$ cat config.mk
export PLATFORM = sky130hd
export DESIGN_NAME = black_white_alpha_unmix
export DESIGN_NICKNAME = d
export VERILOG_FILES = /design/src/hw/rtl/bwau_pkg.sv /design/src/hw/rtl/bwau_front.sv /design/src/hw/rtl/bwau_fifo.sv /design/src/hw/rtl/bwau_back.sv /design/src/hw/rtl/black_white_alpha_unmix.sv
export SDC_FILE = /design/constraint.sdc
export NUM_CORES = 1
export LEC_CHECK = 0
export CORE_MARGIN = 2
export CORE_UTILIZATION = 50
export DETAILED_ROUTE_END_ITERATION = 8
export DONT_BUFFER_PORTS = 1
export PLACE_DENSITY = 0.77
export SETUP_SLACK_MARGIN = 0.4
export SKIP_CTS_REPAIR_TIMING = 1
export SLEW_MARGIN = 20
export SYNTH_ARGS = -nofsm -noshare
export SYNTH_HDL_FRONTEND = slang
export SYNTH_SLANG_ARGS = --single-unit
$ cat constraint.sdc
create_clock -name clk -period 19.2 [get_ports clk]
set_input_delay 2.88 -clock clk [delete_from_list [all_inputs] [get_ports clk]]
set_output_delay 2.88 -clock clk [all_outputs]
set_load 0.005 [all_outputs]
$ cat src/hw/rtl/bwau_pkg.sv
// Shared widths, constants and job types for the black/white alpha unmix block.
package bwau_pkg;

    localparam int CHAN_W      = 8;
    localparam int NUM_CHANS   = 3;
    localparam int QUEUE_DEPTH = 4;

    localparam logic [CHAN_W-1:0] CHAN_MAX = {CHAN_W{1'b1}};
    localparam logic [CHAN_W-1:0] MIN_DIVISOR = {{(CHAN_W-1){1'b0}}, 1'b1};

    typedef logic [NUM_CHANS-1:0][CHAN_W-1:0] chan_vec_t;

    // One color channel waiting for its division.
    typedef struct packed {
        logic [2*CHAN_W-1:0] num;
        logic                sat;
    } lane_job_t;

    // One classified pixel as it sits in the queue.
    typedef struct packed {
        lane_job_t [NUM_CHANS-1:0] lane;
        logic [CHAN_W-1:0]         divisor;
        logic [CHAN_W-1:0]         coverage;
    } pixel_job_t;

    // Queue status seen by the front and back ends.
    typedef struct packed {
        logic full;
        logic empty;
    } queue_status_t;

endpackage

$ cat src/hw/rtl/bwau_front.sv
// Front end: accepts pixels, recovers coverage and prepares the division jobs.
module bwau_front
(
    input  logic                  in_valid,
    output logic                  in_ready,
    input  bwau_pkg::chan_vec_t   black,
    input  bwau_pkg::chan_vec_t   white,
    input  bwau_pkg::queue_status_t status,
    output logic                  push,
    output bwau_pkg::pixel_job_t  job
);

    bwau_pkg::chan_vec_t            cand;
    logic [bwau_pkg::CHAN_W-1:0]    coverage;
    logic [bwau_pkg::CHAN_W-1:0]    divisor;

    assign in_ready = !status.full;
    assign push     = in_valid && !status.full;

    // A channel where white is not brighter than black counts as fully covered.
    always_comb
    begin
        for (int ch = 0; ch < bwau_pkg::NUM_CHANS; ch++)
        begin
            if (white[ch] > black[ch])
            begin
                cand[ch] = bwau_pkg::CHAN_MAX - (white[ch] - black[ch]);
            end
            else
            begin
                cand[ch] = bwau_pkg::CHAN_MAX;
            end
        end
    end

    always_comb
    begin
        coverage = '0;
        for (int ch = 0; ch < bwau_pkg::NUM_CHANS; ch++)
        begin
            if (cand[ch] > coverage)
            begin
                coverage = cand[ch];
            end
        end
    end

    assign divisor = (coverage == '0) ? bwau_pkg::MIN_DIVISOR : coverage;

    // Multiplying by 255 is a shift and a subtract. A quotient of 256 or more
    // shows up as an upper half of the product that reaches the divisor.
    always_comb
    begin
        job.divisor  = divisor;
        job.coverage = coverage;
        for (int ch = 0; ch < bwau_pkg::NUM_CHANS; ch++)
        begin
            job.lane[ch].num = {black[ch], {bwau_pkg::CHAN_W{1'b0}}}
                             - {{bwau_pkg::CHAN_W{1'b0}}, black[ch]};
            job.lane[ch].sat = (job.lane[ch].num[2*bwau_pkg::CHAN_W-1:bwau_pkg::CHAN_W]
                                >= divisor);
        end
    end

endmodule

$ cat src/hw/rtl/bwau_fifo.sv
// Short queue of classified pixels between the front and back ends.
module bwau_fifo
#(
    parameter int DEPTH = bwau_pkg::QUEUE_DEPTH
)
(
    input  logic                    clk,
    input  logic                    rst_n,
    input  logic                    push,
    input  bwau_pkg::pixel_job_t    push_data,
    input  logic                    pop,
    output bwau_pkg::pixel_job_t    pop_data,
    output bwau_pkg::queue_status_t status
);

    localparam int PTR_W = (DEPTH > 1) ? $clog2(DEPTH) : 1;
    localparam int CNT_W = $clog2(DEPTH + 1);
    localparam logic [PTR_W-1:0] LAST_PTR = PTR_W'(DEPTH - 1);
    localparam logic [CNT_W-1:0] FULL_CNT = CNT_W'(DEPTH);

    bwau_pkg::pixel_job_t mem_reg [DEPTH];
    logic [PTR_W-1:0] wr_ptr_reg, wr_ptr_next;
    logic [PTR_W-1:0] rd_ptr_reg, rd_ptr_next;
    logic [CNT_W-1:0] count_reg, count_next;
    logic             do_push;
    logic             do_pop;

    assign status.full  = (count_reg == FULL_CNT);
    assign status.empty = (count_reg == '0);
    assign do_push      = push && !status.full;
    assign do_pop       = pop && !status.empty;
    assign pop_data     = mem_reg[rd_ptr_reg];

    always_comb
    begin
        wr_ptr_next = wr_ptr_reg;
        rd_ptr_next = rd_ptr_reg;
        count_next  = count_reg;
        if (do_push)
        begin
            wr_ptr_next = (wr_ptr_reg == LAST_PTR) ? '0 : wr_ptr_reg + 1'b1;
        end
        if (do_pop)
        begin
            rd_ptr_next = (rd_ptr_reg == LAST_PTR) ? '0 : rd_ptr_reg + 1'b1;
        end
        if (do_push && !do_pop)
        begin
            count_next = count_reg + 1'b1;
        end
        else if (do_pop && !do_push)
        begin
            count_next = count_reg - 1'b1;
        end
    end

    always_ff @(posedge clk or negedge rst_n)
    begin
        if (!rst_n)
        begin
            wr_ptr_reg <= '0;
            rd_ptr_reg <= '0;
            count_reg  <= '0;
        end
        else
        begin
            wr_ptr_reg <= wr_ptr_next;
            rd_ptr_reg <= rd_ptr_next;
            count_reg  <= count_next;
        end
    end

    always_ff @(posedge clk)
    begin
        if (do_push)
        begin
            mem_reg[wr_ptr_reg] <= push_data;
        end
    end

`ifndef SYNTHESIS
    a_count_bound: assert property (@(posedge clk) disable iff (!rst_n)
        count_reg <= FULL_CNT)
        else $error("queue count exceeds depth");

    a_count_up: assert property (@(posedge clk) disable iff (!rst_n)
        (do_push && !do_pop) |=> (count_reg == $past(count_reg) + 1'b1))
        else $error("queue count did not grow on push");

    a_count_down: assert property (@(posedge clk) disable iff (!rst_n)
        (do_pop && !do_push) |=> (count_reg == $past(count_reg) - 1'b1))
        else $error("queue count did not shrink on pop");
`endif

endmodule

$ cat src/hw/rtl/bwau_back.sv
// Back end: pipelined restoring divider, one quotient bit per stage, three lanes.
module bwau_back
(
    input  logic                    clk,
    input  logic                    rst_n,
    input  bwau_pkg::queue_status_t status,
    input  bwau_pkg::pixel_job_t    job,
    output logic                    pop,
    output logic                    out_valid,
    input  logic                    out_ready,
    output bwau_pkg::chan_vec_t     straight,
    output logic [bwau_pkg::CHAN_W-1:0] coverage
);

    localparam int W      = bwau_pkg::CHAN_W;
    localparam int STAGES = bwau_pkg::CHAN_W;

    typedef struct packed {
        logic [W-1:0] rem;
        logic [W-1:0] low;
        logic [W-1:0] quo;
        logic         sat;
    } div_lane_t;

    typedef struct packed {
        div_lane_t [bwau_pkg::NUM_CHANS-1:0] lane;
        logic [W-1:0]                        divisor;
        logic [W-1:0]                        coverage;
    } div_stage_t;

    // One step of restoring division: bring down a dividend bit, subtract if it fits.
    function automatic div_lane_t div_step(div_lane_t l, logic [W-1:0] d);
        div_lane_t r;
        logic [W:0] trial;
        r     = l;
        trial = {l.rem, l.low[W-1]};
        if (trial >= {1'b0, d})
        begin
            trial = trial - {1'b0, d};
            r.quo = {l.quo[W-2:0], 1'b1};
        end
        else
        begin
            r.quo = {l.quo[W-2:0], 1'b0};
        end
        r.rem = trial[W-1:0];
        r.low = {l.low[W-2:0], 1'b0};
        return r;
    endfunction

    div_stage_t stage_reg [STAGES];
    div_stage_t stage_next [STAGES];
    logic [STAGES-1:0] vld_reg, vld_next;
    logic              adv;
    div_stage_t        load;

    // The pipeline moves as a whole unless a finished result is held back.
    assign adv = !vld_reg[STAGES-1] || out_ready;
    assign pop = adv && !status.empty;

    always_comb
    begin
        load.divisor  = job.divisor;
        load.coverage = job.coverage;
        for (int ch = 0; ch < bwau_pkg::NUM_CHANS; ch++)
        begin
            load.lane[ch].rem = job.lane[ch].num[2*W-1:W];
            load.lane[ch].low = job.lane[ch].num[W-1:0];
            load.lane[ch].quo = '0;
            load.lane[ch].sat = job.lane[ch].sat;
        end
    end

    always_comb
    begin
        for (int s = 0; s < STAGES; s++)
        begin
            stage_next[s] = (s == 0) ? load : stage_reg[(s == 0) ? 0 : s - 1];
            for (int ch = 0; ch < bwau_pkg::NUM_CHANS; ch++)
            begin
                stage_next[s].lane[ch] = div_step(stage_next[s].lane[ch],
                                                  stage_next[s].divisor);
            end
        end
        vld_next = {vld_reg[STAGES-2:0], pop};
    end

    always_ff @(posedge clk or negedge rst_n)
    begin
        if (!rst_n)
        begin
            vld_reg <= '0;
        end
        else if (adv)
        begin
            vld_reg <= vld_next;
        end
    end

    always_ff @(posedge clk)
    begin
        if (adv)
        begin
            for (int s = 0; s < STAGES; s++)
            begin
                stage_reg[s] <= stage_next[s];
            end
        end
    end

    assign out_valid = vld_reg[STAGES-1];
    assign coverage  = stage_reg[STAGES-1].coverage;

    always_comb
    begin
        for (int ch = 0; ch < bwau_pkg::NUM_CHANS; ch++)
        begin
            straight[ch] = stage_reg[STAGES-1].lane[ch].sat ? bwau_pkg::CHAN_MAX
                                                            : stage_reg[STAGES-1].lane[ch].quo;
        end
    end

`ifndef SYNTHESIS
    a_hold_result: assert property (@(posedge clk) disable iff (!rst_n)
        (out_valid && !out_ready) |=> (out_valid && $stable(straight)
                                       && $stable(coverage)))
        else $error("stalled result changed");

    a_no_pop_on_stall: assert property (@(posedge clk) disable iff (!rst_n)
        (out_valid && !out_ready) |-> !pop)
        else $error("queue popped while output stalled");

    a_zero_cov: assert property (@(posedge clk) disable iff (!rst_n)
        (out_valid && coverage == '0) |-> (straight == '0))
        else $error("zero coverage with nonzero color");
`endif

endmodule

$ cat src/hw/rtl/black_white_alpha_unmix.sv
// Top level of the black/white alpha unmix block.
//
// Each input transaction carries one pixel rendered over black and over white
// (three 8-bit channels each); each output transaction carries the recovered
// straight color channels and the coverage used as alpha. Both channels use
// valid/ready, and a transaction completes when both are high at a clock edge.
//
// The front end computes coverage and the scaled dividends in the accepting
// cycle and writes them to a short queue. The back end is an eight-stage
// divider, one quotient bit per stage for all three channels in parallel.
// Throughput is one pixel per clock while out_ready stays high. A result passes
// from the queue through the divider stages to out_valid.
//
// If the receiver holds out_ready low, the divider pipeline freezes once a
// result reaches its last stage and holds it; the front end keeps accepting
// until the queue (QUEUE_DEPTH entries) is full, then drops in_ready. Reset
// empties the queue and the pipeline; no pixel state survives it.
module black_white_alpha_unmix
#(
    parameter int QUEUE_DEPTH = bwau_pkg::QUEUE_DEPTH
)
(
    input  logic       clk,
    input  logic       rst_n,
    input  logic       in_valid,
    output logic       in_ready,
    input  logic [7:0] black_ch0,
    input  logic [7:0] black_ch1,
    input  logic [7:0] black_ch2,
    input  logic [7:0] white_ch0,
    input  logic [7:0] white_ch1,
    input  logic [7:0] white_ch2,
    output logic       out_valid,
    input  logic       out_ready,
    output logic [7:0] straight_ch0,
    output logic [7:0] straight_ch1,
    output logic [7:0] straight_ch2,
    output logic [7:0] coverage_alpha
);

    bwau_pkg::chan_vec_t     black;
    bwau_pkg::chan_vec_t     white;
    bwau_pkg::chan_vec_t     straight;
    bwau_pkg::pixel_job_t    push_job;
    bwau_pkg::pixel_job_t    head_job;
    bwau_pkg::queue_status_t status;
    logic                    push;
    logic                    pop;

    assign black = {black_ch2, black_ch1, black_ch0};
    assign white = {white_ch2, white_ch1, white_ch0};

    bwau_front u_front
    (
        .in_valid (in_valid),
        .in_ready (in_ready),
        .black    (black),
        .white    (white),
        .status   (status),
        .push     (push),
        .job      (push_job)
    );

    bwau_fifo
    #(
        .DEPTH (QUEUE_DEPTH)
    )
    u_fifo
    (
        .clk       (clk),
        .rst_n     (rst_n),
        .push      (push),
        .push_data (push_job),
        .pop       (pop),
        .pop_data  (head_job),
        .status    (status)
    );

    bwau_back u_back
    (
        .clk       (clk),
        .rst_n     (rst_n),
        .status    (status),
        .job       (head_job),
        .pop       (pop),
        .out_valid (out_valid),
        .out_ready (out_ready),
        .straight  (straight),
        .coverage  (coverage_alpha)
    );

    assign straight_ch0 = straight[0];
    assign straight_ch1 = straight[1];
    assign straight_ch2 = straight[2];

endmodule
Word-level counts from Yosys, hierarchy flattened:

Memory sizes are Yosys's and may differ from the RTL's.
Index checks and enable logic that the tools add are counted.

* bits in registers: 15
* bits in latches: 0
* bits in writable memories: 972
* ROM bits: 0
* bits of input ports: 52
* output and inout bits: 34
* logic and storage cells: 160
* memories: 2

* $add $sub $neg: 37
* $mul: 0
* div/mod/pow operators: 0
* magnitude comparators: 33
* eq/ne operators: 3
* shift operators: 0
* muxes and demuxes: 66
* bitwise gates (word level): 0
* reductions and logical operators: 15

Memory list
* u_back.stage_reg: depth 8, width 88, rd ports 8, clocked after Yosys merged registers in 0, wr ports 8, line bwau_back.sv:51 `div_stage_t stage_reg [STAGES];`
* u_fifo.mem_reg: depth 4, width 67, rd ports 1, clocked after Yosys merged registers in 0, wr ports 1, line bwau_fifo.sv:21 `bwau_pkg::pixel_job_t mem_reg [DEPTH];`

Operators by type and width (number)
* 8-bit 2-to-1 mux: 34
* 9-bit by 8-bit >= comparator with 1-bit output: 24
* 8-bit subtractor: 27
* 16-bit by 8-bit subtractor with 16-bit output: 3
* 8-bit > comparator: 5
* 1-bit 2-to-1 mux: 28
* 8-bit >= comparator: 3
* 8-bit subtractor (first input constant): 3
* 8-bit by 1-bit > comparator with 1-bit output (second input constant): 1
* 8-bit logical NOT: 1
* 1-bit logical AND: 6
* 3-bit 2-to-1 mux: 2
* 1-bit logical NOT: 5
* 2-bit by 1-bit adder with 2-bit output (second input constant): 2
* 2-bit == test (second input constant): 2
* 2-bit 2-to-1 mux: 2
* 3-bit by 1-bit adder with 3-bit output (second input constant): 1
* 3-bit == test (second input constant): 1
* 3-bit logical NOT: 1
* 3-bit by 1-bit subtractor with 3-bit output (second input constant): 1
* 2-bit nonzero test: 1
* 1-bit logical OR: 1

Depth between registers and ports, before layout:

Gate-level depths: netlist (run 1).

* depth after elaboration: 12
* depth in mapped cells: 34
* depth with buffers taken out: 33

By module:

Synthesis (run 1) repeated with hierarchy kept, for this count alone.

* cells, all modules: 2769
* area total of the unflattened synthesis: 39029.9 µm²

By module, submodules not included
* bwau_back: instances 1, cells an instance 1916, area an instance 25481.9 µm², sequential area each 15334.7 µm²
* bwau_fifo: instances 1, cells an instance 388, area an instance 10121.0 µm², sequential area each 8222.9 µm²
* bwau_front: instances 1, cells an instance 465, area an instance 3427.0 µm², sequential area each 0.0 µm²

Worst setup path before layout (run 1):

No wires, ideal clock.

* path kind: in2reg
* start: input out_ready
* end: register u_fifo.count_reg[1]
* library setup time: 0.125 ns
* data arrival time: 19.187 ns
* required time: 19.075 ns
* setup slack: -0.111 ns
* stages on the path: 8
* buffers on the path: 1
* cell sequence: nand2b_1 > clkbuf_1 > o31a_1 > inv_1 > ha_1 > inv_1 > fa_1 > mux2_2

* longest elaborated chain between the ends: 6
* elaborated cells on any way between the ends: 8
* classes of those cells: mux (1); reduce/logical (7)

Ends and longest elaborated chain
* start: declaration: line black_white_alpha_unmix.sv:34 `input logic out_ready,`
* 1-bit logical OR: line bwau_back.sv:58 `assign adv = !vld_reg[STAGES-1] || out_ready;`
* 1-bit logical AND: line bwau_back.sv:59 `assign pop = adv && !status.empty;`
* 1-bit logical AND: line bwau_fifo.sv:31 `assign do_pop = pop && !status.empty;`
* 1-bit logical NOT: line bwau_fifo.sv:47 `if (do_push && !do_pop)`
* 1-bit logical AND: line bwau_fifo.sv:47
* 3-bit 2-to-1 mux: line bwau_fifo.sv:47
* via u_fifo.count_next[1]: line bwau_fifo.sv:24 `logic [CNT_W-1:0] count_reg, count_next;`
* end signal: assignment: line bwau_fifo.sv:69 `count_reg <= count_next;`
* end: declaration: line bwau_fifo.sv:24

The timed path passes the listed nets, and every way through them passes these cells.
A chain may end at the register's enable or synchronous reset.

==> results.tsv, run 1 <==
stage	metric	value	unit
run_status	status	completed	
yosys	asyncSetResetFlopFracSynth	0.0191	
cts	numCtsBuffers	83	
power	switchingPower	2.86	mW
cts	clk_latency	620	ps
sta	finalSetupTns	0	ps
worst_setup_path	path_max_fanout	13	
yosys	synth_top_area_share	0.608	
yosys	mappedNetlistArea	38100	sq um
finish	finish.utilization	0.557	
yosys	synth_cells	2600	
hold_path	hold_class	flop to flop	
worst_setup_path	cp_common_cell	a21oi_1	
yosys	ys_ff_latch	787	
finish	diodes	0	
yosys	synth-main-ff-cell	edfxtp_1	
yosys	synth.most_common_cell	edfxtp_1	
finish	largest_reg_flops	504	
place	place.gp.congestion	0.917	
worst_setup_path	crit_type	input pin to flop	
route	vias	20700	
floorplanning	io_pins	86	
grt	antenna_found_initial	1	
floorplanning	coreArea	75700	sq um
power	p_comb_frac	0.426	
power	peakVddDrop	0.0000812	V
yosys	seq_area_frac_synth	0.618	
sta	tightest_slew	1080	ps
yosys	synth_top_area_cell	edfxtp_1	
worst_setup_path	cp.required	19550	ps
cts	cts_htree_levels	3	
grt	grt_pass1_wl	116	mm
place	dp_hpwl	52.2	mm
sta	period_minus_slack	9940	ps
route	drt_iter0_markers	1342	
sta	rsz0062_at_grt	false	
power	p_leak	15.9	nW
worst_setup_path	arrival	10290	ps
yosys	syn_area_per_cell	14.7	sq um
grt	grt_pass1_vias	21800	
floorplanning	die_h	280	microns
yosys	synth_cell_types	60	
place	pre_cts_slack	8760	ps
job	maxCapViolCount	0	
power	cellPowerDensity	198	nW/um^2
sta	fin_ws	9260	ps
route	post_drt_wl_per_cell	19.8	microns
power	switching_share	0.343	
power	p_seq_frac	0.377	
sta	fmax	101	MHz
finish	stdcell_count	3715	
worst_setup_path	critPathLaunchType	input pin	
floorplanning	start_util	0.504	
cts	cts.sink_count	787	
grt	overflow	0	
sta	period_share	0.518	
yosys	syn_nets	2961	
sta	max_slew_margin	0.272	
yosys	synth_edf_count	772	
route	via_per_inst	5.58	
power	clkPwrFrac	0.197	
route	drt_pass1_iterations	6	
grt	grt_max_degree	176	
sta	drv_slew	0	
floorplanning	rows	101	
sta	finalHoldViolCount	0	
floorplanning	die_area	78500	sq um
yosys	yosys-top-cells-area	edfxtp_1 (61%), ha_1 (9.3%), mux2_2 (3.8%)	
place	place_area	39300	sq um
worst_setup_path	slowest_stage	o41ai_2	
cts	clk_pin_slew	60	ps
route	antenna_left	0	
cts	cts_buffer_depth	3	
worst_setup_path	crit_path_max_incr_delay	860	ps
floorplanning	die_w	280	microns
cts	cts_tree	done	
finish	areaGrowthSynthToFinish	10.6	%
sta	setup_viol	0	
cts	clock-root-buffer	clkbuf_16	
route	totalWireLength	73.6	mm
grt	track_usage	0.190	
power	p_int	5.48	mW
finish	design_area	42200	sq um
sta	skew	29.6	ps
yosys	synth_commonest_cells	edfxtp_1 (772), ha_1 (284), inv_1 (243)	
finish	layout-drive-gt1-share	0.141	
worst_setup_path	worstSetupEndpointType	flop	
place	dp.cells	3563	
finish	fin_nets	3031	
route	drc	0	
place	portBuffers	0	
yosys	yosys_warnings	0	
## path summary, 6_finish.rpt
kind	slack [ps]	cells past startpoint	start	to
worst max-delay path	9260	31	white_ch1[0]	u_fifo.mem_reg[1][50]
worst min-delay path	410	0	u_back.stage_reg[1][118]	u_back.stage_reg[1][207]
worst max register to register	14280	13	u_fifo.rd_ptr_reg[0]	u_back.stage_reg[0][86]
worst min register to register	410	0	u_back.stage_reg[1][118]	u_back.stage_reg[1][207]
max in group asynchronous	17170	0	rst_n	u_fifo.rd_ptr_reg[0]
min in group asynchronous	1940	0	rst_n	u_back.vld_reg[2]
## power groups by stage
stage | Clock, mW | Combinational [mW] | Sequential, mW
5_1_grt | 1.75 | 3.95 | 3.21
6_report | 1.65 | 3.55 | 3.14
3_5_place_dp | 0 | 3.52 | 3.18
3_3_place_gp | 0 | 3.39 | 3.15
4_1_cts | 1.68 | 3.56 | 3.15
2_1_floorplan | 0 | 2.80 | 3.10
## critical path, delay by kind of cell
kind,cells,cell delay (ps)
mux,1,410
fa+ha+maj,5,1530
buf+inv,1,20
compound gates,17,4280
simple gates,6,1020
xor+xnor,1,120
## cell usage in the layout, fill, tap and decap left out, types with 26 or more instances in the layout
cell type	instances
ha_1	284
nand2_1	74
nand4_1	52
a21boi_0	37
a21oi_1	78
or2_2	28
mux2_2	127
xor2_1	30
nor3_1	36
inv_1	243
nor2_1	161
edfxtp_1	772
mux4_2	61
o21ai_1	26
nor2b_1	51
o21ai_0	95
nand2b_1	37
xnor2_1	87
clkbuf_16	85
a21o_1	50
o21a_1	40
mux2i_1	53
## layer usage
layer	wire length, microns	global-route usage	vias up
met4	3450	0.0891	0
met5	0	0	-
met2	37900	0.340	493
met1	29300	0.223	10200
met3	2980	0.0302	178
li1	-	-	9856
## final cells by class
class                      count  area [sq um]
fill                        5816         33500
timing repair buffer          12           103
sequential                   787         23600
multi-input combinational   1543         13500
clock inverter                51           628
clock buffer                 101          2210
inverter                     243           912
tap                          978          1220
## cells by family after synthesis
logic type | after synthesis | synth area share
buf+inv | 270 | 0.0277
mux | 242 | 0.0878
simple gates | 493 | 0.0643
xor+xnor | 117 | 0.0269
flops | 787 | 0.618
fa+ha+maj | 309 | 0.106
compound gates | 382 | 0.0692
## metrics by stage
stage               power [mW]  hold WS (ps)
CTS                       8.40           413
floorplan                 5.90           400
detailed placement        6.70           405
global placement          6.55           402
finish                    8.34           413
global route              8.90           420
No activity file was read; power rests on OpenSTA's default activity.
==> run 2, diff against run 1 <==
Settings changed: ABC_AREA set to 1.
Clock period 19.2 ns to 9.35 ns, I/O delays scaled along.
==> run 2 against run 1 <==
Critical path depth rose by 7. Area after synthesis rose by 1.5%. Flip-flop and latch count did not move. Global-route usage rose by 0.25 points. Synthesized cell count rose by 29%. Register-to-register slack got worse by 9600 ps. Final area rose by 0.80%. Clock-buffer cell count fell by 8. Highest routed layer unchanged. Sequential share of layout area fell by 0.45 points.
==> results.tsv, run 2 <==
stage	metric	value	unit	change
worst_setup_path	critPathLaunchType	input pin		
finish	layout-drive-gt1-share	0.0797		-0.0613
sta	max_slew_margin	0.323		+0.0505
worst_setup_path	path_max_fanout	11		-2
cts	numCtsBuffers	81		-2.4%
yosys	synth-main-ff-cell	edfxtp_1		
sta	tightest_slew	1020	ps	-64.3 ps
cts	clock-root-buffer	clkbuf_16		
finish	areaGrowthSynthToFinish	9.84	%	
yosys	mappedNetlistArea	38700	sq um	+1.5%
place	pre_cts_slack	2480	ps	-6280 ps
sta	setup_viol	0		unchanged
floorplanning	die_w	282	microns	+0.73%
yosys	syn_area_per_cell	11.5	sq um	-22%
sta	fin_ws	3090	ps	-6170 ps
floorplanning	coreArea	77100	sq um	+1.8%
worst_setup_path	rrSetupSlack	4710	ps	-9570 ps
sta	finalHoldViolCount	0		unchanged
yosys	asyncSetResetFlopFracSynth	0.0191		unchanged
sta	skew	35.6	ps	+5.97 ps
sta	fmax	160	MHz	
sta	whs	400	ps	-12.9 ps
job	maxCapViolCount	0		unchanged
cts	cts_buffer_depth	3		unchanged
place	dp_hpwl	53.4	mm	+2.2%
grt	grt_pass1_wl	120	mm	+3.9%
route	vias	23800		+15%
finish	fin_nets	3758		+24%
floorplanning	rows	102		+0.99%
cts	cts.sink_count	787		unchanged
worst_setup_path	cp_common_cell	nand2_1		
floorplanning	start_util	0.502		-0.00175
sta	period_share	0.670		
yosys	synth_top_area_share	0.599		-0.00887
finish	largest_reg_flops	504		unchanged
cts	clk_latency	650	ps	+30 ps
route	antenna_left	0		unchanged
yosys	synth.most_common_cell	edfxtp_1		
grt	antenna_found_initial	0		-1
cts	clk_pin_slew	60	ps	about the same
hold_path	hold_class	flop to flop		
worst_setup_path	worstSetupEndpointType	flop		
route	drt_iter0_markers	1798		+34%
grt	overflow	0		unchanged
yosys	yosys-top-cells-area	edfxtp_1 (60%), ha_1 (9.2%), nand2_1 (4.1%)		
yosys	syn_nets	3727		+26%
worst_setup_path	slowest_stage	fa_1		
worst_setup_path	cp.required	9670	ps	-9880 ps
route	post_drt_wl_per_cell	16.9	microns	-15%
run_status	status	completed		
yosys	synth_commonest_cells	edfxtp_1 (772), nand2_1 (425), inv_1 (395)		
cts	cts_tree	done		
worst_setup_path	arrival	6580	ps	-3710 ps
finish	final_cell_mix	edfxtp_1 (772), nand2_1 (425), inv_1 (394)		
finish	fillers	6377		+9.6%
finish	finish.utilization	0.551		-0.00566
yosys	ys_ff_latch	787		unchanged
sta	rsz0062_at_grt	false		
worst_setup_path	crit_path_max_incr_delay	430	ps	-430 ps
route	totalWireLength	76.2	mm	+3.5%
worst_setup_path	crit_type	input pin to flop		
floorplanning	io_pins	86		unchanged
floorplanning	die_area	79600	sq um	+1.5%
sta	period_minus_slack	6260	ps	
floorplanning	die_h	282	microns	+0.73%
route	via_per_inst	5.28		-5.3%
finish	diodes	0		unchanged
grt	grt_pass1_vias	23600		+8.4%
place	place.gp.congestion	0.893		-2.6%
yosys	yosys_warnings	0		unchanged
yosys	synth_edf_count	772		unchanged
finish	layout_commonest_cell	edfxtp_1		
grt	grt_max_degree	185		+5.1%
yosys	synth_cell_types	56		-6.7%
route	drt_pass1_iterations	6		unchanged
place	portBuffers	0		unchanged
route	drc	0		unchanged
sta	finalSetupTns	0	ps	unchanged
yosys	synth_cells	3366		+29%
cts	cts_htree_levels	3		unchanged
sta	drv_slew	0		unchanged
yosys	seq_area_frac_synth	0.609		-0.00901
yosys	synth_top_area_cell	edfxtp_1		
grt	track_usage	0.192		+0.00254
## run 2: cell count changes after synthesis, sizes merged, moves of 51 or more
cell,before,now
nor2,161,379
mux4,61,0
xor2,30,115
a21oi,80,266
inv,243,413
xnor2,87,12
nor2b,51,0
nand3,8,87
nand2,74,464
o21ai,123,193
mux2,128,0
mux2i,53,2
## run 2: routing by layer
| metal | vias to the layer above | GRT usage | part of all wire |
|---|---|---|---|
| met3 | 155 | 0.0290 | 0.055 |
| met5 | - | 0 | 0 |
| met1 | 11100 | 0.229 | 0.40 |
| met2 | 674 | 0.346 | 0.50 |
| li1 | 11900 | - | - |
| met4 | 0 | 0.0826 | 0.037 |
## run 2: metrics by stage
stage	cells	area [sq um]
CTS	4502	42500
detailed placement	4354	39800
finish	4502	42500
global placement	4354	39800
global route	4502	42500
floorplan	3366	38700
## run 2: area by class of cell
cell class / count / area, sq um / area share
tap: 1040 / 1300 / 0.0306
clock inverter: 55 / 671 / 0.0158
sequential: 787 / 23600 / 0.554
inverter: 413 / 1560 / 0.0366
timing repair buffer: 15 / 125 / 0.00294
multi-input combinational: 2099 / 13200 / 0.311
clock buffer: 93 / 2070 / 0.0487
## run 2: final timing paths
| check | from | to | cells after the start |
|---|---|---|---|
| worst min-delay path | u_back.stage_reg[1][42] | u_back.stage_reg[1][131] | 0 |
| min in group asynchronous | rst_n | u_back.vld_reg[4] | 0 |
| worst max-delay path | white_ch1[0] | u_fifo.mem_reg[2][50] | 38 |
| worst max register to register | u_fifo.rd_ptr_reg[0] | u_back.stage_reg[0][86] | 13 |
| max in group asynchronous | rst_n | u_fifo.rd_ptr_reg[0] | 0 |
| worst min register to register | u_back.stage_reg[1][42] | u_back.stage_reg[1][131] | 0 |
## run 2: logic make-up after synthesis
kind of cell               Yosys count  share of synthesized area
and+or+nand+nor                   1071                      0.120
DFF                                787                      0.609
AOI/OAI and AO/OA                  590                     0.0862
buffers and inverters              480                     0.0506
adders and majority gates          309                      0.105
xor gates and xnor gates           127                     0.0287
muxes                                2                   0.000517
## run 2: worst max-delay path: cells and delay by family
family / cells / cell delay, ps
AOI/OAI and AO/OA: 5 / 700
adders and majority gates: 5 / 1420
buffers and inverters: 5 / 490
and+or+nand+nor: 23 / 2580
Power of run 2 is left out: the tool's default activity adds up to more than one toggle a clock period on the data nets, which glitch-free logic cannot reach.
==> run 3, diff against run 2 <==
Clock period 9.35 ns to 6.5 ns, I/O delays scaled along.
==> run 3 against run 2 <==
Hold slack got worse by 32 ps. Largest cell class unchanged. Critical path type unchanged. Via count hardly changed. First-iteration DRC count rose by 9.6%. Critical path depth shrank 1. Non-clock buffer count is 3 higher. Cell count grew 0.11%. Critical endpoint is now u_fifo.mem_reg[3][50]. Final area decreased by 0.19%. Routed wire length is 0.82% lower. Flip-flop and latch count stayed put. Clock-buffer cell count shrank 3. Sequential share of layout area up 0.11 points.
==> results.tsv, run 3 (synthesized netlist as in run 2, its figures left out) <==
stage	metric	value	unit	change
place	dp_hpwl	53.6	mm	+0.35%
grt	track_usage	0.191		-0.000786
floorplanning	die_w	282	microns	unchanged
sta	rsz0062_at_grt	false		
worst_setup_path	crit_path_max_incr_delay	420	ps	about the same
sta	finalSetupTns	0	ps	unchanged
sta	period_share	0.844		
finish	stdcell_count	4507		+0.11%
grt	overflow	0		unchanged
route	drc	0		unchanged
worst_setup_path	slowest_stage	fa_1		
cts	cts.sink_count	787		unchanged
floorplanning	die_area	79600	sq um	unchanged
floorplanning	die_h	282	microns	unchanged
worst_setup_path	critPathLaunchType	input pin		
worst_setup_path	worstSetupEndpointType	flop		
grt	grt_pass1_wl	120	mm	-0.43%
place	pre_cts_slack	224	ps	-2260 ps
worst_setup_path	path_max_fanout	8		-3
worst_setup_path	crit_type	input pin to flop		
cts	clk_pin_slew	60	ps	about the same
finish	areaGrowthSynthToFinish	9.63	%	
sta	fin_ws	1010	ps	-2080 ps
route	via_per_inst	5.28		about the same
run_status	status	completed		
cts	cts_buffer_depth	3		unchanged
job	maxCapViolCount	0		unchanged
worst_setup_path	cp_common_cell	nand2_1		
cts	clock-root-buffer	clkbuf_16		
floorplanning	start_util	0.502		unchanged
grt	grt_pass1_vias	22900		-2.8%
place	place.gp.congestion	0.893		about the same
worst_setup_path	cp.required	6850	ps	-2820 ps
cts	cts_htree_levels	3		unchanged
finish	fillers	6374		-0.047%
sta	fmax	182	MHz	
route	vias	23800		+0.080%
floorplanning	io_pins	86		unchanged
sta	max_slew_margin	0.315		-0.00838
finish	final_cell_mix	edfxtp_1 (772), nand2_1 (423), inv_1 (393)		
finish	layout_commonest_cell	edfxtp_1		
place	dp.cells	4356		+0.046%
grt	grt_max_degree	134		-28%
sta	skew	65.0	ps	+29.4 ps
worst_setup_path	arrival	5840	ps	-740 ps
floorplanning	rows	102		unchanged
finish	layout-drive-gt1-share	0.0799		+0.000197
floorplanning	coreArea	77100	sq um	unchanged
place	portBuffers	0		unchanged
sta	drv_slew	0		unchanged
sta	setup_viol	0		unchanged
sta	tightest_slew	1030	ps	+12.6 ps
route	totalWireLength	75.6	mm	-0.82%
grt	antenna_found_initial	1		+1
hold_path	hold_class	flop to flop		
sta	finalHoldViolCount	0		unchanged
route	antenna_left	0		unchanged
cts	clk_latency	660	ps	about the same
cts	cts_tree	done		
route	drt_iter0_markers	1971		+9.6%
route	post_drt_wl_per_cell	16.8	microns	-0.93%
finish	fin_nets	3760		+0.053%
sta	period_minus_slack	5490	ps	
route	drt_pass1_iterations	6		unchanged
finish	largest_reg_flops	504		unchanged
cts	numCtsBuffers	80		-1.2%
run 3: cell types whose count changed in the layout (fill, tap and decap cells not counted), sizes merged:
cell,delta
clkinv,+12
bufinv,-6
clkbuf,-3
inv,-3
buf,+2
clkinvlp,+1
diode,+1
dlygate4sd3,+1
run 3: through the flow:
stage | hold slack (ps) | util | instance area, sq um
finish | 368 | 0.550 | 42400
global route | 377 | 0.550 | 42400
CTS | -33.6 | 0.550 | 42400
detailed placement | 405 | 0.516 | 39800
global placement | 400 | 0.516 | 39800
floorplan | 400 | - | 38700
run 3: layer usage:
layer | track usage | wire, microns | vias up
li1 | - | - | 11900
met1 | 0.231 | 30900 | 11200
met2 | 0.344 | 38500 | 617
met3 | 0.0300 | 3810 | 142
met4 | 0.0748 | 2390 | 0
met5 | 0 | 0 | -
run 3: layout make-up:
cell class	instances	area [sq um]	share of cell area
timing repair buffer	18	188	0.00442
inverter	413	1560	0.0367
antenna	1	2.50	0.0000590
sequential	787	23600	0.555
clock buffer	90	2040	0.0481
clock inverter	59	549	0.0129
multi-input combinational	2099	13200	0.312
tap	1040	1300	0.0307
run 3: worst max-delay path: cells and delay by family:
kind | cells | cell delay, ps
buffers and inverters | 5 | 380
and+or+nand+nor | 21 | 2230
AOI/OAI and AO/OA | 6 | 840
adders and majority gates | 5 | 1400
run 3: final timing paths:
path | slack [ps] | from | depth (start not counted) | to
setup / recovery | 1010 | white_ch1[0] | 37 | u_fifo.mem_reg[3][50]
hold / removal | 370 | u_back.stage_reg[0][142] | 0 | u_back.stage_reg[0][231]
max in group asynchronous | 5230 | rst_n | 1 | u_fifo.rd_ptr_reg[0]
min in group asynchronous | 780 | rst_n | 1 | u_back.vld_reg[5]
hold reg to reg | 370 | u_back.stage_reg[0][142] | 0 | u_back.stage_reg[0][231]
setup reg to reg | 1990 | u_fifo.rd_ptr_reg[0] | 14 | u_back.stage_reg[0][32]
Power of run 3 is left out for the same reason.
